<file path="src/hw/rtl/tbpf_pkg.sv">
package tbpf_pkg;

	localparam int MEM_DEPTH = 16384;
	localparam int MEM_AW    = 14;

	// Fixed upper bits of the table regions, as offsets into video memory.
	localparam logic [1:0] NAME_HI     = 2'b10;     // 0x2000 region
	localparam logic [3:0] ATTR_HI     = 4'b1100;   // 0x3000 region
	localparam logic [9:0] PAL_HI      = 10'h350;   // 0x3500 region, 16 bytes
	localparam logic [MEM_AW-1:0] BACKDROP_OFF = 14'h3500;

	localparam logic MODE_WRITE = 1'b0;
	localparam logic MODE_PIXEL = 1'b1;

	typedef struct packed {
		logic        mode;
		logic [13:0] mem_offset;
		logic [7:0]  mem_data;
		logic [8:0]  pixel_x;
		logic [8:0]  pixel_y;
	} req_t;

	typedef struct packed {
		logic [7:0] red;
		logic [7:0] green;
		logic [7:0] blue;
		logic [5:0] colour_index;
		logic       from_backdrop;
	} px_t;

	// 85 * c for a 2-bit channel is the channel repeated four times.
	function automatic logic [7:0] expand2(input logic [1:0] c);
		return {c, c, c, c};
	endfunction

endpackage

</file>
<file path="src/hw/rtl/tbpf_out_buf.sv">
module tbpf_out_buf (
	input  logic            clk,
	input  logic            arst_n,
	input  logic            res_valid,
	input  tbpf_pkg::px_t   res,
	output logic            advance,
	output logic            px_valid,
	input  logic            px_ready,
	output tbpf_pkg::px_t   px
);
	import tbpf_pkg::*;

	logic out_valid_q;
	logic skid_valid_q;
	px_t  out_q;
	px_t  skid_q;
	logic out_free;

	// The pipeline only moves while the spare slot is empty, so a result
	// never arrives when both slots are occupied.
	assign advance  = !skid_valid_q;
	assign out_free = !out_valid_q || px_ready;
	assign px_valid = out_valid_q;
	assign px       = out_q;

	always_ff @(posedge clk or negedge arst_n) begin
		if (!arst_n) begin
			out_valid_q  <= 1'b0;
			skid_valid_q <= 1'b0;
		end else if (out_free) begin
			if (skid_valid_q) begin
				out_valid_q  <= 1'b1;
				skid_valid_q <= 1'b0;
			end else begin
				out_valid_q <= res_valid;
			end
		end else if (res_valid) begin
			skid_valid_q <= 1'b1;
		end
	end

	always_ff @(posedge clk) begin
		if (out_free) begin
			out_q <= skid_valid_q ? skid_q : res;
		end else if (res_valid) begin
			skid_q <= res;
		end
	end

endmodule

</file>
<file path="config.mk">
export PLATFORM = sky130hd
export DESIGN_NAME = tbpf_out_buf
export DESIGN_NICKNAME = d
export VERILOG_FILES = /design/src/hw/rtl/tbpf_pkg.sv /design/src/hw/rtl/tbpf_out_buf.sv
export SDC_FILE = /design/constraint.sdc
export NUM_CORES = 1
export LEC_CHECK = 0
export BUFFER_PORTS_ARGS = -buffer_cell sky130_fd_sc_hd__buf_2
export CORE_MARGIN = 2
export CORE_UTILIZATION = 50
export DETAILED_ROUTE_END_ITERATION = 6
export GPL_TIMING_DRIVEN = 1
export PLACE_DENSITY = 0.77
export RECOVER_POWER = 25
export SETUP_SLACK_MARGIN = 0.15
export SYNTH_ARGS = -nofsm -noshare
export SYNTH_HDL_FRONTEND = slang
export SYNTH_SLANG_ARGS = --single-unit
</file>
<file path="constraint.sdc">
create_clock -name clk -period 7.25 [get_ports clk]
set_input_delay 0.725 -clock clk [delete_from_list [all_inputs] [get_ports clk]]
set_output_delay 0.725 -clock clk [all_outputs]
set_load 0.02 [all_outputs]
</file>
---- Yosys cells after proc, flatten, opt, wreduce, memory -nomap -nowiden ----
Cells that the tools add are included.
word-level totals
  bits of input ports ..................... 35
  memories ................................ 0
  latch bits .............................. 0
  memory bits (read-only) ................. 0
  RAM bits ................................ 0
  flip-flop bits (word level) ............. 64
cells by class
  add/sub/neg operators ................... 0
  muxes and demuxes ....................... 4
  eq/ne operators ......................... 0
  multiply operators ...................... 0
  div/mod/pow operators ................... 0
  magnitude comparators ................... 0
  bitwise operators ....................... 1
  reductions and logical operators ........ 5
  shift operators ......................... 0
operator list
  operator           number
  $mux 31            1
  $mux 1             3
  $logic_not 1->1    2
  $reduce_and 2->1   1
  $reduce_bool 2->1  1
  $logic_or 1x1->1   1
  $not 1->1          1

---- Logic depth before layout (Yosys ltp) ----
Gate-level depths: netlist of the first run.
  word-level depth ........................ 4
  depth in mapped cells ................... 4
  depth with buffers taken out ............ 2

---- Least setup slack after synthesis of the first run ----
No wires, ideal clock.
  path type ............................... input -> register
  from .................................... in px_ready
  to ...................................... reg skid_q[0] (netlist name) (enable)
  path buffers ............................ 0
  data arrival time ....................... 2.975 ns
  cell stages on the path ................. 2
  setup slack ............................. 3.856 ns
  data required time ...................... 6.831 ns
  cells stage by stage .................... nand2b_1 -> nor2_1
on the way
  cells in the longest elaborated chain, start to end .. 3
RTL lines
  what                        RTL line            text
  from (decl)                 tbpf_out_buf.sv:8   input logic px_ready,
  $logic_or 1x1->1            tbpf_out_buf.sv:22  assign out_free = !out_valid_q || px_ready;
  $not 1->1 (no line)         n/a
  $reduce_and 2->1 (no line)  n/a
  to (signal assigned)        tbpf_out_buf.sv:46  skid_q <= res;
  to (decl)                   tbpf_out_buf.sv:16  px_t skid_q;
No other way between the ends.
A chain may end at the register's enable or synchronous reset.

---- Worst setup path in the final report of the first run ----
  from .................................... in px_ready
  to ...................................... reg skid_q[6] (netlist name) (enable)
on the way
  cells in the longest elaborated chain, start to end .. 3
RTL lines
  what                        RTL line            text
  $logic_or 1x1->1            tbpf_out_buf.sv:22
  net out_free                tbpf_out_buf.sv:17  logic out_free;
  $not 1->1 (no line)         n/a
  $reduce_and 2->1 (no line)  n/a
The timed path passes the listed nets, and every way through them passes these cells.

==> impl_results.md, run 1 <==
* Result of the run: complete, but fails checks
* Violated checks: capacitance limit, slew limit
* Number of endpoints failing setup at the final stage at 0
* CP startpoint kind: primary input
* Post-synth design cell area at 2470 sq um
* Final cycle utilization of the critical path at 0.400
* Number of global-route vias before repair at 1,196
* Diode count at 0
* Worst hold margin at 0.174 ns
* Maximum clock path buffer count at 2
* Syn Nets at 141
* Cells traversed along the worst timing path: buf_2, nand2b_1, nor2_4
* Number of endpoints with negative hold slack in the final report at 0
* Synth area leaders: sky130_fd_sc_hd__edfxtp_1, sky130_fd_sc_hd__mux2_4, sky130_fd_sc_hd__buf_12
* DRC viols at 0
* DP Wirelength at 2570 um
* Cell at the root of the clock tree: sky130_fd_sc_hd__clkbuf_8
* Resized cells post-CTS at 0
* Io pins at 68
* Post-DRT Antenna Nets at 0
* Worst hold path type: primary input to asynchronous set/reset pin
* Wire length per cell after detailed routing at 15.3 um
* Area of the placeable core at 4750 sq um
* Synthesized area per cell at 23.3 sq um
* Max Freq at 0.345 GHz
* Worst slew slack as a fraction of its limit at -0.120
* Category of cells accounting for the largest share of critical-path delay: simple AND/OR/NAND/NOR gates
* Post-Syn Instances at 106
* Number of distinct standard cells referenced by the synthesized netlist at 10
* Height of the chip at 74.2 um
* Layout fillers at 381
* Max Clock Skew at 0.00661 ns
* Number of detailed-routing iterations run before antenna repair at 4
* Worst slew pin tran at 1.68 ns
* Worst-skew pair later-pin latency at 0.33 ns
* #FFs+latches synth at 64
* DR iter-0 viols at 83
* Path type of the worst setup path: primary input to flop
* Unrepaired setup endpoints after global routing: false
* Final RePlAce weighted congestion at 0.756
* Total power divided by cell area at 264 nW/um^2
* Total setup buffers inserted after CTS at 0
* Lkg Pwr at 1.14 nW
* Via density at 4.62
* Setup TNS at 0 ns
* Crit path DAT at 2.85 ns
* Syn-to-layout area delta at 19.6%
* Antenna violations before repair at 0
* Global-route wire length before repair at 5820 um
* Width of the die at 74.2 um
* Required @ worst endpoint at 7.20 ns
* Post-layout utilization of the core at 0.620
* Crit path time final at 2.90 ns
* CTS buffer count at 9
* Total number of H-tree levels at 3
* Final std cell area, no fill at 2950 sq um
* Input/output buffers at 67
* Share of post-route cells with drive strength above 1 at 0.486
* FP Rows at 25
* Biggest fanout along the worst timing path at 34
* Die footprint at 5510 sq um
* Post-CTS Hold Fix Bufs at 0
* Top cell type's share of synthesized area at 0.755
* Number of nets in the layout at 215
* Post-placement cell area at 2830 sq um
* Portion of the post-synthesis area used by sequential elements at 0.775
* Number of warnings printed during yosys synthesis at 0
* Total vias in the final route at 1,164
* CP Capture Type: flop
* Max-Cap Viols at 1
* Maximum ir drop on the vdd rail at 0.000148 V
* Effective utilization at floorplan at 0.519
* Clock slew at the register clock pins of the worst setup and hold paths at 0.06 ns
* Total track usage at 0.154
* Largest area contributor in the synthesized netlist: sky130_fd_sc_hd__edfxtp_1
* Clock sinks at 64
* Routed wire length at 3840 um
* Pin count of the biggest net entering global routing at 35
* Reg2reg setup slack at 4.56 ns
* Slew Viols, Final at 35
* Residual overflow from global routing at 0
* Worst path max stage delay at 1.10 ns
* TritonCTS clock tree: done
* CP max stage cell: sky130_fd_sc_hd__nor2_4
* Worst path buffer plus inverter count at 1
[power by group]
part	total (mW)	switching [mW]	internal [mW]
logic	0.0879	0.0471	0.0408
registers	0.451	0.0132	0.438
clock network	0.241	0.124	0.117
total	0.780	0.184	0.596
[layout make-up]
type,instances,area (sq um),area share
Timing Repair Buffer,67,309,0.105
Clock buffer,9,124,0.0420
Inverter,2,7.51,0.00255
Multi-Input combinational cell,36,483,0.164
Clock inverter,7,28.8,0.00976
Sequential cell,64,1910,0.649
Tap cell,67,83.8,0.0284
[routing by layer]
layer / GRT usage / part of all wire
met1: 0.206 / 0.44
met2: 0.210 / 0.46
met3: 0.0840 / 0.085
met4: 0.0655 / 0.010
met5: 0 / 0
[Yosys cell counts (all sizes together)]
| master | instances |
|---|---|
| inv | 2 |
| nand2 | 1 |
| buf | 4 |
| nand2b | 1 |
| nor2 | 3 |
| dfrtp | 2 |
| mux2 | 31 |
| edfxtp | 62 |
[cells in the final DEF (no fill, tap or decap)]
cell,instances
sky130_fd_sc_hd__edfxtp_1,62
sky130_fd_sc_hd__mux2_4,28
sky130_fd_sc_hd__nor2_1,2
sky130_fd_sc_hd__clkinv_1,5
sky130_fd_sc_hd__nand2_1,1
sky130_fd_sc_hd__buf_2,46
sky130_fd_sc_hd__clkinv_2,2
sky130_fd_sc_hd__nand2b_1,1
sky130_fd_sc_hd__inv_1,2
sky130_fd_sc_hd__clkbuf_1,21
sky130_fd_sc_hd__dfrtp_1,1
sky130_fd_sc_hd__dfrtp_2,1
sky130_fd_sc_hd__nor2_4,1
sky130_fd_sc_hd__clkbuf_8,9
sky130_fd_sc_hd__mux2_2,3
[flip-flops by register name, indices dropped and copies added (netlist names)]
register and cells:
px 31, skid_q 31, px_valid 1, skid_valid_q 1
[cells by family (layout without fill, tap and decap cells)]
family                 count (synthesis)  count (layout)  share of synthesized area
buffers and inverters                  6              85                     0.0320
flip-flops                            64              64                      0.775
AND/OR/NAND/NOR                        5               5                    0.00862
multiplexers                          31              31                      0.184
[through the flow]
stage,power (mW),cells,worst slack [ns]
2_1_floorplan,0.520,106,3.86
3_3_place_gp,0.546,236,4.63
3_5_place_dp,0.550,236,4.48
4_1_cts,0.789,252,4.83
5_1_grt,0.815,252,4.12
6_report,0.780,252,4.35
[path summary, 6_finish.rpt]
kind                            startpoint           end  depth (start not counted)
worst max-delay path              px_ready     skid_q[6]                          3
worst min-delay path                arst_n  skid_valid_q                          1
worst max register to register    px_valid     skid_q[6]                          2
worst min register to register   skid_q[0]         px[0]                          1
max in group asynchronous           arst_n  skid_valid_q                          1
min in group clk                 skid_q[0]         px[0]                          1
(Power assumes the default switching activity.)
==> run 2: changes to the inputs <==
- clock period: 7.25 -> 2.8 ns (I/O delays scaled with it)
==> impl_results.md, run 2 (synthesized netlist as in run 1, its figures left out) <==
* Result of the run: complete, no violations
* Number of endpoints failing setup at the final stage at 0
* Wire length per cell after detailed routing at 14.7 um
* Antenna violations before repair at 0
* Routed wire length at 3760 um
* Leading cell type in the layout, fill and taps excluded: sky130_fd_sc_hd__edfxtp_1
* Clock sinks at 64
* Leading cell types in the layout, fill and taps excluded: sky130_fd_sc_hd__edfxtp_1, sky130_fd_sc_hd__buf_2, sky130_fd_sc_hd__mux2_4, sky130_fd_sc_hd__clkbuf_1, sky130_fd_sc_hd__clkbuf_8
* Post-DRT Antenna Nets at 0
* Residual overflow from global routing at 0
* DRC viols at 0
* CTS buffer count at 9
* Worst hold path type: primary input to flop
* Maximum clock path buffer count at 2
* HP Start: res[21]
* Cell count after placement at 239
* Setup TNS at 0 ns
* Start of the worst register-to-register path: px_valid
* Biggest fanout along the worst timing path at 33
* Total vias in the final route at 1,201
* Global-route wire length before repair at 5680 um
* Crit path time final at 1.89 ns
* Path type of the worst setup path: flop to primary output
* CP startpoint kind: flop
* Number of endpoints with negative hold slack in the final report at 0
* Worst slew pin tran at 0.970 ns
* Total track usage at 0.146
* Slew Viols, Final at 0
* Lkg Pwr at 1.15 nW
* Final instance count without filler cells at 256
* Worst hold margin at 0.148 ns
* Reg2reg setup slack at 1.06 ns
* Maximum ir drop on the vdd rail at 0.000387 V
* Syn-to-layout area delta at 20.8%
* Unrepaired setup endpoints after global routing: false
* CP Capture Type: primary output
* Width of the die at 74.2 um
* Minimum setup slack after placement at 1.11 ns
* Io pins at 68
* TritonCTS clock tree: done
* Number of global-route vias before repair at 1,203
* Final cycle utilization of the critical path at 0.674
* Number of nets in the layout at 219
* Share of post-route cells with drive strength above 1 at 0.471
* Launch point of the worst path: skid_valid_q
* Cell at the root of the clock tree: sky130_fd_sc_hd__clkbuf_8
* Height of the chip at 74.2 um
* Final RePlAce weighted congestion at 0.710
* Diode count at 0
* Number of detailed-routing iterations run before antenna repair at 4
* Max Clock Skew at 0.00402 ns
* Worst-skew pair later-pin latency at 0.32 ns
* Via density at 4.69
* DP Wirelength at 2590 um
* Worst slew slack as a fraction of its limit at 0.353
* Input/output buffers at 67
* Crit path DAT at 1.61 ns
* Total power divided by cell area at 678 nW/um^2
* Total number of H-tree levels at 3
* Final worst-path setup slack at 0.912 ns
* Max Freq at 0.530 GHz
* Die footprint at 5510 sq um
* FP Rows at 25
* Max-Cap Viols at 0
* Pin count of the biggest net entering global routing at 34
* Post-layout utilization of the core at 0.627
* DR iter-0 viols at 70
* Clock slew at the register clock pins of the worst setup and hold paths at 0.06 ns
* Required @ worst endpoint at 2.52 ns
* Effective utilization at floorplan at 0.519
* Area of the placeable core at 4750 sq um
run 2: critical path: stages (launching register included):
cell                      delay (ns)
sky130_fd_sc_hd__dfrtp_2        1.01
sky130_fd_sc_hd__inv_1          0.08
sky130_fd_sc_hd__buf_2          0.19
run 2: timing repair:
item | CTS | global route
setup buffers | 0 | 0
resized for setup | 0 | 0
hold buffers | 1 | 0
endpoints found under the hold margin | 2 | 0
run 2: routing by layer:
metal	vias to the layer above	routed length, um	GRT usage
met5	-	0	0
met4	0	19	0.0714
met3	2	236	0.0556
met2	45	1910	0.239
met1	586	1590	0.171
li1	568	-	-
run 2: cell type report:
class                           instances  area, sq um
Fill cell                             386         1780
Inverter                                2         7.51
Clock buffer                           10          128
Clock inverter                          6         26.3
Timing Repair Buffer                   71          338
Multi-Input combinational cell         36          483
Sequential cell                        64         1910
Tap cell                               67         83.8
run 2: where the power goes:
| group | internal (mW) | switching, mW | leakage (nW) |
|---|---|---|---|
| sequential | 1.13 | 0.0332 | 0.619 |
| combinational | 0.109 | 0.123 | 0.454 |
| clock | 0.306 | 0.315 | 0.0739 |
| total | 1.55 | 0.471 | 1.15 |
run 2: final timing paths:
kind | to | cells after the start
min in group asynchronous | skid_valid_q | 2
setup / recovery | advance | 2
max in group asynchronous | skid_valid_q | 2
setup reg to reg | px[27] | 2
hold reg to reg | px[2] | 1
hold / removal | skid_q[21] | 1
run 2: through the flow:
| step | power [mW] | cell area, sq um |
|---|---|---|
| 3_5_place_dp | 1.43 | 2850 |
| 4_1_cts | 2.05 | 3010 |
| 6_report | 2.02 | 2980 |
| 2_1_floorplan | 1.35 | 2470 |
| 5_1_grt | 2.10 | 2980 |
| 3_3_place_gp | 1.42 | 2850 |
